===== src/hw/rtl/gh_thin_pkg.sv =====
// shared types, constants and window functions for the thinning pass
`timescale 1ns / 1ps
package gh_thin_pkg;

  localparam int DefaultMaxWidth = 1024;
  localparam int CfgWidthW       = 11;
  localparam int CfgHeightW      = 16;
  localparam int CfgDataW        = 16;
  localparam int CfgIdxW         = 1;
  localparam int RowW            = CfgHeightW + 1;
  localparam int WidthReset      = 640;
  localparam int HeightReset     = 480;
  localparam int MinSize         = 3;

  typedef enum logic [CfgIdxW-1:0] {
    CFG_FRAME_WIDTH  = 1'b0,
    CFG_FRAME_HEIGHT = 1'b1
  } gh_cfg_idx_e;

  // one item entering a window stage
  typedef struct packed {
    logic valid;
    logic pix;
    logic interior;
  } gh_stage_req_t;

  // stage result for the item in its window center
  typedef struct packed {
    logic valid;
    logic pix;
    logic del;
  } gh_stage_rsp_t;

  // rows: bit1 two rows above, bit0 row above; window bit = row*3 + col, col 2 newest
  function automatic logic [8:0] gh_shift(logic [1:0] rows, logic [8:0] win, logic pix);
    gh_shift = {pix, win[8:7], rows[0], win[5:4], rows[1], win[2:1]};
  endfunction

  function automatic logic gh_delete(logic [8:0] win, logic iter);
    logic p1, p2, p3, p4, p5, p6, p7, p8, p9;
    logic [3:0] trans;
    logic [2:0] n1, n2, nb;
    logic m;
    p9 = win[0]; p2 = win[1]; p3 = win[2];
    p8 = win[3]; p1 = win[4]; p4 = win[5];
    p7 = win[6]; p6 = win[7]; p5 = win[8];
    trans = 4'(!p2 && p3) + 4'(!p3 && p4) + 4'(!p4 && p5) + 4'(!p5 && p6)
          + 4'(!p6 && p7) + 4'(!p7 && p8) + 4'(!p8 && p9) + 4'(!p9 && p2);
    n1 = 3'(p2 | p3) + 3'(p4 | p5) + 3'(p6 | p7) + 3'(p8 | p9);
    n2 = 3'(p3 | p4) + 3'(p5 | p6) + 3'(p7 | p8) + 3'(p9 | p2);
    nb = (n1 < n2) ? n1 : n2;
    if (!iter) m = (p2 | p4 | !p6) & p8;
    else       m = (p4 | p6 | !p8) & p2;
    gh_delete = p1 && (trans == 4'd1) && (nb >= 3'd2) && (nb <= 3'd3) && !m;
  endfunction

endpackage


===== src/hw/rtl/gh_thin_stage.sv =====
// one 3x3 window stage: line store, window register and deletion rule
`timescale 1ns / 1ps
module gh_thin_stage #(
  parameter int  Depth = 1024,
  parameter logic Iter = 1'b0
) (
  input  logic                                 clk_i,
  input  logic                                 rst_ni,
  input  logic                                 adv_i,
  input  gh_thin_pkg::gh_stage_req_t           req_i,
  input  logic [$clog2(Depth)-1:0]             addr_i,
  output gh_thin_pkg::gh_stage_rsp_t           rsp_o
);
  import gh_thin_pkg::*;

  localparam int AW = $clog2(Depth);

  logic [1:0]    mem [Depth];
  logic [1:0]    rd_q;
  logic [AW-1:0] addr_q;
  gh_stage_req_t item_q;
  logic [8:0]    win_q, win_d;
  logic [1:0]    wr_data;
  logic          del;

  assign win_d   = gh_shift(rd_q, win_q, item_q.pix);
  assign wr_data = {rd_q[0], item_q.pix};
  assign del     = item_q.interior && gh_delete(win_d, Iter);

  assign rsp_o.valid = item_q.valid;
  assign rsp_o.pix   = win_d[4] & !del;
  assign rsp_o.del   = item_q.valid & del;

  // line store: read for the incoming item, write back for the item in the window
  always_ff @(posedge clk_i) begin
    if (adv_i) begin
      addr_q <= addr_i;
      rd_q   <= mem[addr_i];
      if (item_q.valid) mem[addr_q] <= wr_data;
    end
  end

  always_ff @(posedge clk_i or negedge rst_ni) begin
    if (!rst_ni) begin
      item_q <= '0;
      win_q  <= '0;
    end else if (adv_i) begin
      item_q <= req_i;
      if (item_q.valid) win_q <= win_d;
    end
  end

endmodule


===== config.mk =====
export PLATFORM = sky130hd
export DESIGN_NAME = gh_thin_stage
export DESIGN_NICKNAME = d
export VERILOG_FILES = /design/src/hw/rtl/gh_thin_pkg.sv /design/src/hw/rtl/gh_thin_stage.sv
export SDC_FILE = /design/constraint.sdc
export NUM_CORES = 2
export LEC_CHECK = 0
export ABC_AREA = 0
export ABC_CLOCK_PERIOD_IN_PS = 54000
export BUFFER_PORTS_ARGS = -buffer_cell sky130_fd_sc_hd__buf_4
export CAP_MARGIN = 10
export CORE_MARGIN = 5
export CORE_UTILIZATION = 68
export CTS_CLUSTER_SIZE = 28
export DETAILED_ROUTE_END_ITERATION = 12
export PLACE_DENSITY = 0.85
export SYNTH_ARGS = -nofsm -noshare
export SYNTH_HDL_FRONTEND = slang
export SYNTH_SLANG_ARGS = --single-unit

===== constraint.sdc =====
create_clock -name clk_i -period 54 [get_ports clk_i]
set_input_delay 16.2 -clock clk_i [delete_from_list [all_inputs] [get_ports clk_i]]
set_output_delay 16.2 -clock clk_i [all_outputs]
set_load 0.01 [all_outputs]

# [Word level (Yosys, flattened, before mapping)]
# Memories as Yosys holds them, arrays and structs flattened. A register that Yosys moved wholly into a read port is not among the register bits.
# Index checks and enable logic that the tools add are counted.
[totals] latchBits=0 word_cells=64 mem_bits_rw=2048 out_inout_bits=3 regBits=22 n_memories=1 input_bits=16 mem_bits_ro=0
[mem_list] name="mem" depth=1024 width=2 read_ports=1 rd_clocked_by_memory_dff=1 write_ports=1 line="gh_thin_stage.sv:18" text="logic [1:0] mem [Depth];"
[op_classes] div=0 eq_ne=1 n_lt_le_gt_ge=3 n_mux=4 n_reduce_logical=24 bitwise_logic=13 n_shift=0 mul=0 add_sub_neg=13
[op_table] cell="4-bit by 1-bit adder with 4-bit output" count=4
[op_table] cell="1-bit logical AND" count=13
[op_table] cell="1-bit zero test" count=10
[op_table] cell="1-bit bitwise OR" count=10
[op_table] cell="2-bit by 1-bit adder with 3-bit output" count=3
[op_table] cell="1-bit by 1-bit adder with 2-bit output" count=3
[op_table] cell="3-bit by 1-bit adder with 3-bit output" count=2
[op_table] cell="3-bit by 1-bit adder with 4-bit output" count=1
[op_table] cell="4-bit by 1-bit equality test with 1-bit output (second input constant)" count=1
[op_table] cell="1-bit bitwise AND" count=3
[op_table] cell="3-bit by 2-bit >= comparator with 1-bit output (second input constant)" count=1
[op_table] cell="3-bit by 2-bit less-or-equal comparator with 1-bit output (second input constant)" count=1
[op_table] cell="3-bit < comparator" count=1
[op_table] cell="1-bit 2-to-1 mux" count=3
[op_table] cell="3-bit 2-to-1 mux" count=1
[op_table] cell="2-bit AND reduction" count=1

# [Depth between registers and ports, before layout]
[depth] word_depth=17 ltp_mapped=14 ltp_nobuf=14

# [Worst setup path after synthesis]
# OpenSTA, ideal clock, no wires.
[synth_timing] path_type="reg-to-output" startpoint="register item_q[1] (netlist name)" endpoint="output rsp_o[0] (netlist name)" stages_incl_launch_ff=15 slack_ns=21.623 t_arrival_ns=16.177 t_required_ns=37.800 path_buffers=0 path_cell_list="dfrtp_1 > nor2b_1 > fa_1 > inv_1 > fa_1 > inv_1 > fa_1 > ha_1 > inv_1 > fa_1 > a2111oi_0 > a21oi_1 > a211o_1 > a2111oi_0 > and2_1"
[synth_lines] element="start: declaration" line="gh_thin_stage.sv:21" text="gh_stage_req_t item_q;"
[synth_lines] element="start signal: assignment" line="gh_thin_stage.sv:48" text="item_q <= req_i;"
[synth_lines] element="end: declaration" line="gh_thin_stage.sv:12" text="output gh_thin_pkg::gh_stage_rsp_t rsp_o"

==> impl_metrics.tcl <==
set metrics [dict create \
    regArea_um2 62090 \
    core_um2 124000 \
    p_total_mw 3.333 \
    synthAdderAreaFrac 0.002882 \
    r2r-start "rd_q[0]" \
    gp_congestion 0.8798 \
    p_seq_frac 0.543 \
    p_int_mw 2.589 \
    synth_nets 4930 \
    status "finished clean" \
    cp_cell_sequence "buf_4, nor2b_1, fa_1, inv_1, fa_1, inv_1, fa_1, ha_1, inv_1, fa_1, a2111oi_0, a21oi_1, a211o_1, a2111oi_0, nor2b_1, buf_4" \
    synth.distinct_cells 70 \
    die_area_um2 132300 \
    core.rowCount 129 \
    synthSimpleGateAreaFrac 0.06254 \
    power_frac_clock 0.391 \
    hold_violations 0 \
    cp_common_cell "fa_1" \
    criticalPathCategory "reg2out" \
    ys_warn_count 0 \
    fin_crit_sh 0.4200 \
    clk_pin_slew_ps 60 \
    synthCells 4898 \
    fillers 6391 \
    netSwitchingPower_uw 743.2 \
    relSlewSlack 0.03226 \
    cts_sinks 2069 \
    timing.final.max_slew_violations 0 \
    combPwrFrac 0.067 \
    overflow 0 \
    synth_ff_type "edfxtp_1" \
    synth-compound-area-share 0.03413 \
    antenna_found_initial 5 \
    p_leak_nw 28.22 \
    setup-tns-final_ps 0 \
    ir_worst_vdd_mv 0.03645 \
    cts_buffer_depth 3 \
    grt_use_total 0.3507 \
    synth-edff-count 2060 \
    start_kind "register" \
    power.density_nw_per_um2 36.20 \
    whs_path_depth 1 \
    hold_buffers 0 \
    fp.dieH_um 363.7 \
    fin_nets 4867 \
    arrival_ps 6480 \
    crit_path_max_incr_delay_ps 1100 \
    r2r-end "mem[637][1]" \
    cts_made_buffers 190 \
    r2r_slack_ps 49220 \
    finalSetupViolations 0 \
    layout-drive-gt1-share 0.1664 \
    cts_tree "yes" \
    drcViolationCount 0 \
    hp-start "rsp_o[2]" \
    path_max_fanout 53 \
    multi_input_area_um2 20790 \
    holdCritPathClass "reg2reg" \
    clkLatencyLatePin_ps 830 \
    cap_violations 0 \
    htree_num_levels 4 \
    end_kind "output port" \
    first_pass_iters 8 \
    grt_start_max_net_pins 258 \
    vias_per_cell 7.359 \
    cts-root-buf "clkbuf_16" \
    grt_pass1_wl_um 331800 \
    drtAntennaViolNets 0 \
    synth-seq-area-share 0.7297 \
    avgSynthCellArea_um2 17.37 \
    initial_core_util 0.6864 \
    async_reset_ff_frac 0.004350 \
    grt_pass1_vias 49853 \
    pin_count 19 \
    synth_top_family_by_area "multiplexers" \
    timing.fmax_mhz 44.10 \
    min_to "rsp_o[2]" \
    wl_um 231700 \
    cts_setup_buffers 0 \
    synth-xor-area-share 0 \
    via_count 48777 \
    routedWlPerCell_um 34.96 \
    dp_hpwl_um 121400 \
    synthToLayoutAreaGrowth_pct 8.192 \
    ctsResizeCount 0 \
    slowest_stage "edfxtp_1" \
    fin_skew_ps 37.87 \
    synth_seq_cells 2069 \
    placed_area_um2 86020 \
    worstMarginPinSlew_ps 1438 \
    min_period_ps 22680 \
    synth_area_um2 85090 \
    first_iter_violations 8863 \
    fin_area_um2 92060 \
    rsz0062_at_grt "false" \
    die-width_um 363.7 \
    synth.area.mux_share 0.1433 \
    r2r_cells 4 \
    crit_required_ps 37800 \
    port_buffers 18 \
    netSwitchingFraction 0.2230 \
]
## metal layers
metal  track usage  part of all wire
met2        0.5467              0.47
met4        0.2095             0.072
met1        0.4454              0.31
met5             0          0.000056
met3        0.1042              0.15
## registers in the layout, indices dropped and copies added, names as in the netlist
name	cells
rd_q	2
rsp_o	1
item_q	2
addr_q	10
mem	2048
win_q	6
## power groups by stage
stage	logic [mW]	clock network, mW	registers, mW
after floorplan	0.118	0	1.92
after global placement	0.203	0	1.84
after detailed placement	0.210	0	1.84
after CTS	0.214	1.30	1.81
after global routing	0.232	1.37	1.81
final	0.222	1.30	1.81
## synth_stat cells (all sizes together) (11+ instances only)
library cell | n | area [um^2]
nor4 | 13 | 87.58
nand3 | 20 | 100.1
edfxtp | 2060 | 61860
o22ai | 45 | 281.5
nand2 | 108 | 405.4
mux2 | 19 | 214.0
o21ai | 33 | 165.2
mux2i | 220 | 2202
mux4 | 426 | 9778
nand2b | 11 | 68.82
clkbuf | 181 | 696.9
o221ai | 82 | 718.2
buf | 209 | 1582
a22oi | 73 | 548.0
nor3 | 27 | 135.1
nor2b | 23 | 143.9
inv | 14 | 52.55
a21oi | 81 | 405.4
nor2 | 1086 | 4076
a211oi | 21 | 167.7
## worst max path at each step
stage                         start  endpoint  cells past startpoint
after floorplan           item_q[1]  rsp_o[0]                     14
after CTS                   rd_q[0]  rsp_o[0]                     16
after detailed placement  addr_i[0]   rd_q[1]                     12
after global routing        rd_q[0]  rsp_o[0]                     16
final                       rd_q[0]  rsp_o[1]                     16
after global placement    addr_i[0]   rd_q[1]                     12
## critical path, delay by kind of cell, from the launching register on
family,cells,cell delay (ps)
fa+ha+maj,5,1850
compound gates,4,1230
flops,1,1100
buf+inv,5,1050
simple gates,2,410
## area by class of cell
type	count	share of cell area
clock inverters	101	0.008970
multi-input cells	2423	0.2258
clock buffers	239	0.05480
diodes	8	0.0002175
flip-flops and latches	2069	0.6744
well taps	1637	0.02225
repair buffers	135	0.01283
inverters	16	0.0006660
## layout by cell type, fill, tap and decap left out, drive strengths merged, types with 33 or more instances in the layout
cell,Yosys,routed
edfxtp,2060,2060
nor2,1086,1086
mux4,426,426
clkbuf,181,239
mux2i,220,220
buf,209,135
nand2,108,108
o221ai,82,82
a21oi,81,81
clkinv,2,79
a22oi,73,73
o22ai,45,45
o21ai,33,33
## cell families (layout without fill, tap and decap cells)
family / after synthesis / after routing
compound gates: 410 / 410
simple gates: 1332 / 1332
mux: 665 / 665
flops: 2069 / 2069
fa+ha+maj: 16 / 16
buf+inv: 406 / 491
other cells: 0 / 8
## stage by stage
| step | worst slack (ps) | utilization | hold slack (ps) | std cells |
|---|---|---|---|---|
| 5_1_grt | 31080 | 0.7425 | 617.6 | 6621 |
| 6_report | 31320 | 0.7427 | 590.1 | 6628 |
| 4_1_cts | 31360 | 0.7413 | 593.4 | 6614 |
| 2_1_floorplan | 21620 | - | 480.7 | 4898 |
| 3_5_place_dp | 32220 | 0.6939 | 530.1 | 6274 |
| 3_3_place_gp | 32290 | 0.6938 | 507.9 | 6272 |
(Power assumes the default switching activity.)
